## config.mk

```make
export PLATFORM = sky130hd
export DESIGN_NAME = frame_slot_cache_allocator
export DESIGN_NICKNAME = d
export VERILOG_FILES = /design/src/rtl/fsca_pkg.sv /design/src/rtl/fsca_cell.sv /design/src/rtl/fsca_pick.sv /design/src/rtl/frame_slot_cache_allocator.sv
export VERILOG_INCLUDE_DIRS = /design/src /design/src/rtl
export SDC_FILE = /design/constraint.sdc
export NUM_CORES = 2
export LEC_CHECK = 0
export BUFFER_PORTS_ARGS = -buffer_cell sky130_fd_sc_hd__buf_2
export CAP_MARGIN = 15
export CORE_ASPECT_RATIO = 1.25
export CORE_MARGIN = 2
export CORE_UTILIZATION = 40
export CTS_BUF_LIST = sky130_fd_sc_hd__clkbuf_4 sky130_fd_sc_hd__clkbuf_8
export CTS_CLUSTER_DIAMETER = 100
export DETAILED_ROUTE_END_ITERATION = 10
export MAX_ROUTING_LAYER = met4
export PLACE_DENSITY_LB_ADDON = 0.15
export SYNTH_ARGS = -nofsm -noshare
export SYNTH_HDL_FRONTEND = slang
export SYNTH_SLANG_ARGS = --single-unit
```

## constraint.sdc

```tcl
create_clock -name clk -period 5.8 [get_ports clk]
set_input_delay 0.29 -clock clk [delete_from_list [all_inputs] [get_ports clk]]
set_output_delay 0.29 -clock clk [all_outputs]
set_load 0.02 [all_outputs]
```

## src/rtl/assert_macros.svh

```systemverilog
// Assertion macros for the RTL of the frame slot cache.
// Needs a clock named clk and a reset named rst in the including scope.
`ifndef ASSERT_MACROS_SVH
`define ASSERT_MACROS_SVH

// Check a property on every clock edge outside reset.
`define FSCA_ASSERT(lbl, prop, msg) \
  lbl: assert property (@(posedge clk) disable iff (rst) prop) else $error(msg);

// Check a property on every clock edge, reset included.
`define FSCA_ASSERT_ALWAYS(lbl, prop, msg) \
  lbl: assert property (@(posedge clk) prop) else $error(msg);

`endif

```

## src/rtl/fsca_pkg.sv

```systemverilog
// Shared constants and types for the frame slot cache allocator.
// No dependencies.
package fsca_pkg;

  localparam int SLOTS = 32;
  localparam int IDX_W = (SLOTS > 1) ? $clog2(SLOTS) : 1;
  localparam int TAG_W = 15;
  localparam int OUT_IDX_W = 5;

  localparam logic ACT_LOAD  = 1'b0;
  localparam logic ACT_CLEAR = 1'b1;

  typedef struct packed {
    logic clear;  // drop every used mark
    logic load;   // selected cell takes new tags
    logic mark;   // selected cell sets its used mark
  } cell_cmd_t;

endpackage

```

## src/rtl/fsca_cell.sv

```systemverilog
// One cache slot: animation and frame tags, used mark and tag compare.
// Depends on fsca_pkg.
module fsca_cell (
  input  logic                     clk,
  input  logic                     rst,
  input  logic [fsca_pkg::TAG_W-1:0] cmp_anim,
  input  logic [fsca_pkg::TAG_W-1:0] cmp_frame,
  input  logic [fsca_pkg::TAG_W-1:0] wr_anim,
  input  logic [fsca_pkg::TAG_W-1:0] wr_frame,
  input  fsca_pkg::cell_cmd_t      cmd,
  input  logic                     sel,
  output logic                     match,
  output logic                     used
);

  logic [fsca_pkg::TAG_W-1:0] anim_tag;
  logic [fsca_pkg::TAG_W-1:0] frame_tag;

  // Tags are part of the visible state: zero tags must hit after reset.
  always_ff @(posedge clk) begin
    if (rst) begin
      anim_tag  <= '0;
      frame_tag <= '0;
      used      <= 1'b0;
    end else begin
      if (sel && cmd.load) begin
        anim_tag  <= wr_anim;
        frame_tag <= wr_frame;
      end
      if (cmd.clear) begin
        used <= 1'b0;
      end else if (sel && cmd.mark) begin
        used <= 1'b1;
      end
    end
  end

  assign match = (anim_tag == cmp_anim) && (frame_tag == cmp_frame);

endmodule

```

## src/rtl/fsca_pick.sv

```systemverilog
// Lowest-set-bit picker: one-hot of the lowest set bit and its index.
// Depends on fsca_pkg.
module fsca_pick (
  input  logic [fsca_pkg::SLOTS-1:0] vec,
  output logic [fsca_pkg::SLOTS-1:0] onehot,
  output logic [fsca_pkg::IDX_W-1:0] idx,
  output logic                       any
);

  always_comb begin
    onehot = vec & (~vec + {{(fsca_pkg::SLOTS-1){1'b0}}, 1'b1});
    idx    = '0;
    for (int i = 0; i < fsca_pkg::SLOTS; i++) begin
      if (onehot[i]) begin
        idx = idx | fsca_pkg::IDX_W'(i);
      end
    end
    any = |vec;
  end

endmodule

```

## src/rtl/frame_slot_cache_allocator.sv

```systemverilog
// Top level of the frame slot cache allocator: slot cells, pickers, control.
// Depends on fsca_pkg, fsca_cell, fsca_pick and assert_macros.svh.
//
//   channel | handshake            | payload
//   --------+----------------------+-----------------------------------------
//   in      | in_valid / in_stall  | action, anim_number, frame_number
//   out     | out_valid / out_stall| slot_index, was_hit, cache_full
//
// For each word the accept edge registers the tag compare of every cell;
// the decide state then picks the slot, updates the cells and loads the
// output register. The next word is taken as soon as the block is idle again.
// A result waiting on out_stall holds the following word in the decide state.
// rst clears every tag, used mark and the next-slot pointer.
module frame_slot_cache_allocator (
  input  logic                          clk,
  input  logic                          rst,
  input  logic                          in_valid,
  output logic                          in_stall,
  input  logic                          action,
  input  logic [fsca_pkg::TAG_W-1:0]    anim_number,
  input  logic [fsca_pkg::TAG_W-1:0]    frame_number,
  output logic                          out_valid,
  input  logic                          out_stall,
  output logic [fsca_pkg::OUT_IDX_W-1:0] slot_index,
  output logic                          was_hit,
  output logic                          cache_full
);

  localparam logic S_IDLE = 1'b0;
  localparam logic S_DEC  = 1'b1;

  logic                        state;
  logic                        state_next;
  logic                        req_action;
  logic [fsca_pkg::TAG_W-1:0]  req_anim;
  logic [fsca_pkg::TAG_W-1:0]  req_frame;
  logic [fsca_pkg::SLOTS-1:0]  match_vec;
  logic [fsca_pkg::SLOTS-1:0]  match_live;
  logic [fsca_pkg::SLOTS-1:0]  used_vec;
  logic [fsca_pkg::IDX_W-1:0]  next_pointer;

  logic [fsca_pkg::SLOTS-1:0]  hit_onehot;
  logic [fsca_pkg::IDX_W-1:0]  hit_idx;
  logic                        hit_any;
  logic [fsca_pkg::SLOTS-1:0]  free_vec;
  logic [fsca_pkg::SLOTS-1:0]  free_hi;
  logic [fsca_pkg::SLOTS-1:0]  free_pick;
  logic [fsca_pkg::SLOTS-1:0]  free_onehot;
  logic [fsca_pkg::IDX_W-1:0]  free_idx;
  logic                        free_any;

  logic                        in_accept;
  logic                        commit;
  fsca_pkg::cell_cmd_t         cmd;
  logic [fsca_pkg::SLOTS-1:0]  sel_vec;

  assign in_stall  = (state != S_IDLE);
  assign in_accept = in_valid && !in_stall;
  assign commit    = (state == S_DEC) && (!out_valid || !out_stall);

  for (genvar g = 0; g < fsca_pkg::SLOTS; g++) begin : g_cell
    fsca_cell u_cell (
      .clk       (clk),
      .rst       (rst),
      .cmp_anim  (anim_number),
      .cmp_frame (frame_number),
      .wr_anim   (req_anim),
      .wr_frame  (req_frame),
      .cmd       (cmd),
      .sel       (sel_vec[g]),
      .match     (match_live[g]),
      .used      (used_vec[g])
    );
  end

  fsca_pick u_pick_hit (
    .vec    (match_vec),
    .onehot (hit_onehot),
    .idx    (hit_idx),
    .any    (hit_any)
  );

  // Round-robin: prefer free slots at or above the pointer, else wrap.
  always_comb begin
    free_vec = ~used_vec;
    for (int i = 0; i < fsca_pkg::SLOTS; i++) begin
      free_hi[i] = free_vec[i] && (fsca_pkg::IDX_W'(i) >= next_pointer);
    end
    free_pick = (|free_hi) ? free_hi : free_vec;
  end

  fsca_pick u_pick_free (
    .vec    (free_pick),
    .onehot (free_onehot),
    .idx    (free_idx),
    .any    (free_any)
  );

  always_comb begin
    cmd     = '0;
    sel_vec = '0;
    if (commit) begin
      if (req_action == fsca_pkg::ACT_CLEAR) begin
        cmd.clear = 1'b1;
      end else if (hit_any) begin
        cmd.mark = 1'b1;
        sel_vec  = hit_onehot;
      end else if (free_any) begin
        cmd.mark = 1'b1;
        cmd.load = 1'b1;
        sel_vec  = free_onehot;
      end
    end
  end

  always_comb begin
    state_next = state;
    unique case (state)
      S_IDLE: if (in_accept) state_next = S_DEC;
      S_DEC:  if (commit) state_next = S_IDLE;
      default: state_next = S_IDLE;
    endcase
  end

  always_ff @(posedge clk) begin
    if (rst) begin
      state        <= S_IDLE;
      out_valid    <= 1'b0;
      next_pointer <= '0;
    end else begin
      state <= state_next;
      if (commit) begin
        out_valid <= 1'b1;
      end else if (!out_stall) begin
        out_valid <= 1'b0;
      end
      // Advance the pointer past a newly allocated slot.
      if (commit && req_action == fsca_pkg::ACT_LOAD && !hit_any && free_any) begin
        if (free_idx == fsca_pkg::IDX_W'(fsca_pkg::SLOTS - 1)) begin
          next_pointer <= '0;
        end else begin
          next_pointer <= free_idx + 1'b1;
        end
      end
    end
  end

  always_ff @(posedge clk) begin
    if (in_accept) begin
      req_action <= action;
      req_anim   <= anim_number;
      req_frame  <= frame_number;
      match_vec  <= match_live;
    end
    if (commit) begin
      if (req_action == fsca_pkg::ACT_CLEAR) begin
        slot_index <= '0;
        was_hit    <= 1'b0;
        cache_full <= 1'b0;
      end else if (hit_any) begin
        slot_index <= fsca_pkg::OUT_IDX_W'(hit_idx);
        was_hit    <= 1'b1;
        cache_full <= 1'b0;
      end else if (free_any) begin
        slot_index <= fsca_pkg::OUT_IDX_W'(free_idx);
        was_hit    <= 1'b0;
        cache_full <= 1'b0;
      end else begin
        slot_index <= '0;
        was_hit    <= 1'b0;
        cache_full <= 1'b1;
      end
    end
  end

`include "assert_macros.svh"

  `FSCA_ASSERT(a_accept_to_dec, in_accept |=> (state == S_DEC), "accept did not enter decide")
  `FSCA_ASSERT(a_hit_keeps_ptr, (commit && req_action == fsca_pkg::ACT_LOAD && hit_any) |=> $stable(next_pointer), "hit moved the pointer")
  `FSCA_ASSERT(a_full_no_hit, (out_valid && cache_full) |-> (!was_hit && slot_index == '0), "full result carries a slot")
  `FSCA_ASSERT(a_sel_onehot, $onehot0(sel_vec), "more than one cell selected")

endmodule

```

**After elaboration in Yosys (flattened, before gate mapping)**

Cells that the tools add are included.

- Flip-flop bits (word level): 1069
- Bits of input ports: 35
- Output and inout port bits: 9
- Word-level logic and storage cells: 840

- Add/sub/neg operators: 3
- Magnitude comparators: 32
- Equal/unequal tests: 68
- Multiplexer cells: 417
- Bitwise gates (word level): 7
- Reductions and logical operators: 207

Operators with widths:

| operator | number |
|---|---|
| $mux 15 | 128 |
| $eq 15x15->1 | 64 |
| $mux 32 | 11 |
| $mux 5 | 46 |
| $mux 1 | 196 |
| $logic_and 1x1->1 | 133 |
| $not 32->32 | 3 |
| $reduce_bool 3->1 | 32 |
| $reduce_or 32->1 | 3 |
| $ge 5x5->1 const A | 16 |
| $reduce_bool 2->1 | 33 |
| $add 32x1->32 const B | 2 |
| $and 32x32->32 | 2 |
| $mux 4 | 16 |
| $ge 4x5->1 const A | 8 |
| $mux 3 | 9 |
| $ge 3x5->1 const A | 4 |
| $mux 2 | 10 |
| $ge 1x5->1 const A | 2 |
| $ge 2x5->1 const A | 2 |
| $add 5x1->5 const B | 1 |
| $eq 5x5->1 const B | 1 |
| $logic_not 1->1 | 4 |
| $ne 3x2->1 const B | 1 |
| other kinds (6) | 7 |

**Logic depth before layout (Yosys ltp)**

- Depth after elaboration: 47
- Depth in mapped cells: 21
- Mapped depth without buffers: 17

**Hierarchy**

A second synthesis with hierarchy kept.

- Cell total of the unflattened synthesis: 6101
- Area total of the unflattened synthesis: 49294.8 sq um

By module, submodules not included:

| module | times used | cells an instance | area an instance (sq um) | sequential area each (sq um) |
|---|---|---|---|---|
| fsca_cell | 32 | 174 | 1382.6 | 620.6 |
| frame_slot_cache_allocator | 1 | 287 | 3613.5 | 2242.2 |
| fsca_pick | 2 | 123 | 719.4 | 0.0 |

**Worst setup path after synthesis**

No wires, ideal clock.

- Kind: reg-to-reg
- Start point: register next_pointer[1] in the netlist's numbering
- End point: register next_pointer[2] in the netlist's numbering
- Setup time: 0.070 ns
- Arrival time: 4.232 ns
- Data required time: 5.730 ns
- Path slack: 1.497 ns
- Stages on the path, launching flop included: 20
- Buffers on the path: 3
- Clock period less this slack: 4.303 ns
- Path through: dfxtp_1 -> buf_4 -> buf_4 -> a21oi_1 -> o22a_1 -> or4_4 -> nor3_4 -> a21oi_1 -> o21ai_4 -> buf_4 -> nor3_1 -> nor4b_1 -> nand3_1 -> or2_2 -> ha_1 -> nand2_1 -> nor2_1 -> ha_1 -> or4b_1 -> a21oi_1

- Longest elaborated chain between the ends: 44
- Elaborated cells on any way between the ends: 110
- Those cells by class: add/sub (2); order compare (32); eq/ne (1); mux (37); bitwise (2); reduce/logical (36)

Ends and longest elaborated chain:

| what | RTL line | text |
|---|---|---|
| start, declared | frame_slot_cache_allocator.sv:40 | `logic [fsca_pkg::IDX_W-1:0] next_pointer;` |
| start signal, assigned | frame_slot_cache_allocator.sv:142 | `next_pointer <= free_idx + 1'b1;` |
| $ge 1x5->1, or another cell as far along | frame_slot_cache_allocator.sv:87 | `free_hi[i] = free_vec[i] && (fsca_pkg::IDX_W'(i) >= next_pointer);` |
| $logic_and 1x1->1 | frame_slot_cache_allocator.sv:87 |  |
| $reduce_or 32->1 | frame_slot_cache_allocator.sv:89 | `free_pick = (\|free_hi) ? free_hi : free_vec;` |
| $mux 32 (*) | frame_slot_cache_allocator.sv:89 |  |
| $not 32->32 | fsca_pick.sv:11 | `onehot = vec & (~vec + {{(fsca_pkg::SLOTS-1){1'b0}}, 1'b1});` |
| $add 32x1->32 | fsca_pick.sv:11 |  |
| $and 32x32->32 | fsca_pick.sv:11 |  |
| $mux 1 | fsca_pick.sv:14 | `if (onehot[i]) begin` |
| [6 not listed] | - |  |
| $mux 4 (8 in a row) | fsca_pick.sv:14 |  |
| $mux 5 (16 in a row) | fsca_pick.sv:14 |  |
| $add 5x1->5 / $eq 5x5->1 (equally long branches) | frame_slot_cache_allocator.sv:142, frame_slot_cache_allocator.sv:139 |  |
| $mux 5 | frame_slot_cache_allocator.sv:139 | `if (free_idx == fsca_pkg::IDX_W'(fsca_pkg::SLOTS - 1)) begin` |
| $mux 5 | frame_slot_cache_allocator.sv:138 | `if (commit && req_action == fsca_pkg::ACT_LOAD && !hit_any && free_any) begin` |
| $mux 5 | frame_slot_cache_allocator.sv:126 | `if (rst) begin` |
| $mux 5 | frame_slot_cache_allocator.sv:138 |  |
| $mux 5 | frame_slot_cache_allocator.sv:126 |  |

Mark *: on every way between the ends. The rest lies on a longest branch, timed or not. The select of a mux whose other input is x is not followed.
A chain may end at the register's enable or synchronous reset.

**Final worst setup path**

- Start point: register match_vec[0] in the netlist's numbering
- End point: register g_cell[18].u_cell.anim_tag[13] in the netlist's numbering

- Longest elaborated chain between the ends: 11
- Elaborated cells on any way between the ends: 18
- Those cells by class: add/sub (1); mux (12); bitwise (2); reduce/logical (3)

Ends and longest elaborated chain:

| what | RTL line | text |
|---|---|---|
| start, declared | frame_slot_cache_allocator.sv:37 | `logic [fsca_pkg::SLOTS-1:0] match_vec;` |
| start signal, assigned | frame_slot_cache_allocator.sv:153 | `match_vec <= match_live;` |
| $not 32->32 | fsca_pick.sv:11 |  |
| $add 32x1->32 | fsca_pick.sv:11 |  |
| $and 32x32->32 | fsca_pick.sv:11 |  |
| $mux 32 | frame_slot_cache_allocator.sv:105 | `end else if (hit_any) begin` |
| $mux 32 | frame_slot_cache_allocator.sv:103 | `if (req_action == fsca_pkg::ACT_CLEAR) begin` |
| $mux 32 | frame_slot_cache_allocator.sv:102 | `if (commit) begin` |
| $mux 32 | frame_slot_cache_allocator.sv:103 |  |
| $mux 32 (2 in a row) | frame_slot_cache_allocator.sv:102 |  |
| $logic_and 1x1->1 (*) | fsca_cell.sv:26 | `if (sel && cmd.load) begin` |
| $reduce_bool 2->1 (no line) (*) | - |  |
| end signal, assigned | fsca_cell.sv:27 | `anim_tag <= wr_anim;` |
| end, declared | fsca_cell.sv:16 | `logic [fsca_pkg::TAG_W-1:0] anim_tag;` |

Marked as above.

==> flow_summary_export.csv <==
group,metric,value,unit
route,drc,0,
logic_synthesis,syn_inst,6088,
die,core_area,126000,um^2
sta,layout_setup_ws,0.509,ns
global_route,grt_pass1_wl,289,mm
sta,final_hold_viol_count,0,
run_status,outcome,"finished, final reports clean",
layout,final_nets,6027,
sta,setup_violations,0,
worst_setup_path,path_buf_inv,2,
placed_design,gp_congestion,0.962,
clock_network,cts.sinks,1069,
logic_synthesis,synth-async-reset-ratio,0,
worst_setup_path,critPathMaxStageDelay,0.60,ns
sta,rsz0062_at_grt,"no",
min_path,min-delay-start,"action",
route,routed_wl,203,mm
layout,postLayoutCellArea,56400,um^2
sta,tightest_slew,1.22,ns
route,first_pass_iters,7,
die,die_h,402,um
power,ir_worst_vdd,0.222,mV
clock_network,clock_latency,0.94,ns
sta,finClkSkew,0.0450,ns
logic_synthesis,ys_seq_area_frac,0.436,
logic_synthesis,synthTopCellsByArea,"dfxtp_1, xor2_1, nand2_1",
logic_synthesis,ys.flop_type,"dfxtp_1",
clock_network,clk_path_buf_depth,3,
logic_synthesis,synth_top_area_cell,"dfxtp_1",
worst_setup_path,cp_slowest_cell,"or4_4",
clock_network,numCtsBuffers,180,
power,p_per_area,282,nW/um^2
placed_design,placed_area,52500,um^2
logic_synthesis,yosysTopAreaCellShare,0.394,
worst_setup_path,cp-end-kind,"register",
global_route,grt_pass1_vias,40100,
logic_synthesis,synth_mux_area_frac,0.0537,
run,drv_cap,0,
clock_network,ctsRootBufferMaster,"clkbuf_8",
layout,nFillCells,12600,
die,start_util,0.402,
placed_design,post-place-ws,0.319,ns
worst_setup_path,r2r-start,"match_vec[0]",
logic_synthesis,synth_area,50700,um^2
layout,final_util,0.447,
logic_synthesis,yosys.area_share.adder,0.000691,
logic_synthesis,synth-compound-area-share,0.104,
die,dieArea,130000,um^2
logic_synthesis,ys_types,89,
die,io-pin-count,44,
layout,final_cells,7836,
global_route,antenna_found_initial,7,
logic_synthesis,synth_xor_area_frac,0.166,
logic_synthesis,synth_common_cells,"nand2_1, dfxtp_1, a21oi_1",
worst_setup_path,critPathLaunch,"match_vec[0]",
power,total_power,15.9,mW
sta,period_share,0.912,
route,wl_per_cell,26.0,um
worst_setup_path,crit_fanout,30,
worst_setup_path,start_kind,"register",
clock_network,cts_tree,"built",
route,drtIter0Drc,4843,
layout,area_growth,11.2,%
sta,report.final.slew_viol_count,0,
global_route,grt_usage,0.315,
logic_synthesis,yosys_warnings,0,
route,post_drt_via_cell_ratio,5.55,
sta,fmax,189,MHz
sta,period_needed,5.29,ns
logic_synthesis,syn_nets,6125,
logic_synthesis,yosysMostFrequentCell,"nand2_1",
placed_design,io_buffer_count,43,
global_route,grt_max_degree,169,
route,route.vias.total,43500,
placed_design,dpl.hpwl,117,mm
worst_setup_path,arrival,6.11,ns
logic_synthesis,synth-edff-count,70,
logic_synthesis,avgSynthCellArea,8.33,um^2
worst_setup_path,crit_chain,"nor4_4, nand3b_1, or4_4, nor4_4, nand4_2, nor3_4, nand3_2, a31oi_4, nand2_4, buf_4, a21oi_2, buf_4, nand2_1, a21oi_1",
clock_network,htreeDepth,4,
sta,slew_headroom,0.188,
worst_setup_path,critPathTopFamily,"simple AND/OR/NAND/NOR gates",
die,row_count,146,
logic_synthesis,synth-simple-area-share,0.193,
route,antenna_left,0,
sta,hold_ws,0.0875,ns
worst_setup_path,crit_type,"register to register",
logic_synthesis,ys_ff_latch,1069,
clock_network,cts.clk_slew.worst_paths,0.06,ns
power,p_leak,20.9,nW
global_route,globalRouteOverflowTotal,0,
die,die_w,322,um
layout,drive_gt1_frac,0.100,
logic_synthesis,synth_top_family_by_area,"simple AND/OR/NAND/NOR gates",
worst_setup_path,required,6.62,ns
sta,setup-tns-final,0,ns
min_path,hold_path_class,"input pin to register",
placed_design,dp_cells,7491,
[sequential cells by signal, indices dropped and copies added, names as in the netlist]
| signal | cells |
|---|---|
| g_cell.u_cell.anim_tag | 480 |
| g_cell.u_cell.frame_tag | 480 |
| g_cell.u_cell.used | 32 |
| match_vec | 32 |
| req_anim | 15 |
| req_frame | 15 |
| next_pointer | 5 |
| slot_index | 5 |
| cache_full | 1 |
| in_stall | 1 |
| out_valid | 1 |
| req_action | 1 |
| was_hit | 1 |
[path summary, 6_finish.rpt]
path | end | slack (ns) | cells after the start
worst min-delay path | req_action | 0.09 | 2
worst max register to register | g_cell[18].u_cell.anim_tag[13] | 0.51 | 14
worst min register to register | g_cell[31].u_cell.anim_tag[11] | 0.46 | 2
worst max-delay path | g_cell[18].u_cell.anim_tag[13] | 0.51 | 14
[routing by layer]
metal,track usage,up-vias,wire [um]
met5,-,-,0
met4,0.104,0,6660
met3,0.0411,381,16300
met2,0.484,1861,92900
met1,0.427,21300,87400
li1,-,19900,-
[logic make-up after synthesis]
kind of cell | Yosys count
muxes | 272
adders and majority gates | 3
buffers and inverters | 541
DFF | 1069
AOI/OAI and AO/OA | 973
xor gates and xnor gates | 961
and+or+nand+nor | 2269
[power breakdown]
group | internal (mW) | switching [mW] | total (mW)
registers | 7.46 | 0.0753 | 7.53
logic | 0.268 | 0.947 | 1.21
clock network | 3.89 | 3.25 | 7.14
[timing repair]
item | CTS | global route
hold endpoints to repair | 75 | 0
buffers inserted | 0 | 0
endpoints found under the setup margin | 0 | 34
gates resized for setup | 0 | 3
hold buffers | 19 | 0
[layout make-up]
cell class,instances,area [um^2],share of cell area
inverters,16,60.1,0.00106
multi-input cells,4478,26400,0.468
diodes,3,7.51,0.000133
repair buffers,245,1950,0.0346
clock inverters,27,239,0.00424
well taps,1702,2130,0.0378
clock buffers,296,3500,0.0620
flip-flops and latches,1069,22100,0.392
[layout by cell type, fill, tap and decap left out, types with 8 or more instances in the layout]
cell type,count
nor3_1,22
nor2_2,8
a21oi_1,760
nor2_1,368
a21oi_2,12
nor4_1,201
and2_1,8
and3_1,13
edfxtp_1,70
clkbuf_8,204
nand3_1,50
a21o_1,19
dfxtp_1,996
o21ai_0,77
nand4_1,100
a31oi_1,10
mux2i_1,272
buf_2,12
clkinv_1,11
buf_4,206
xnor2_1,321
o211ai_1,10
clkbuf_4,92
dlygate4sd3_1,19
inv_1,16
a22o_1,8
nand2_1,1418
xor2_1,640
Power figures use the tool's default switching activity.
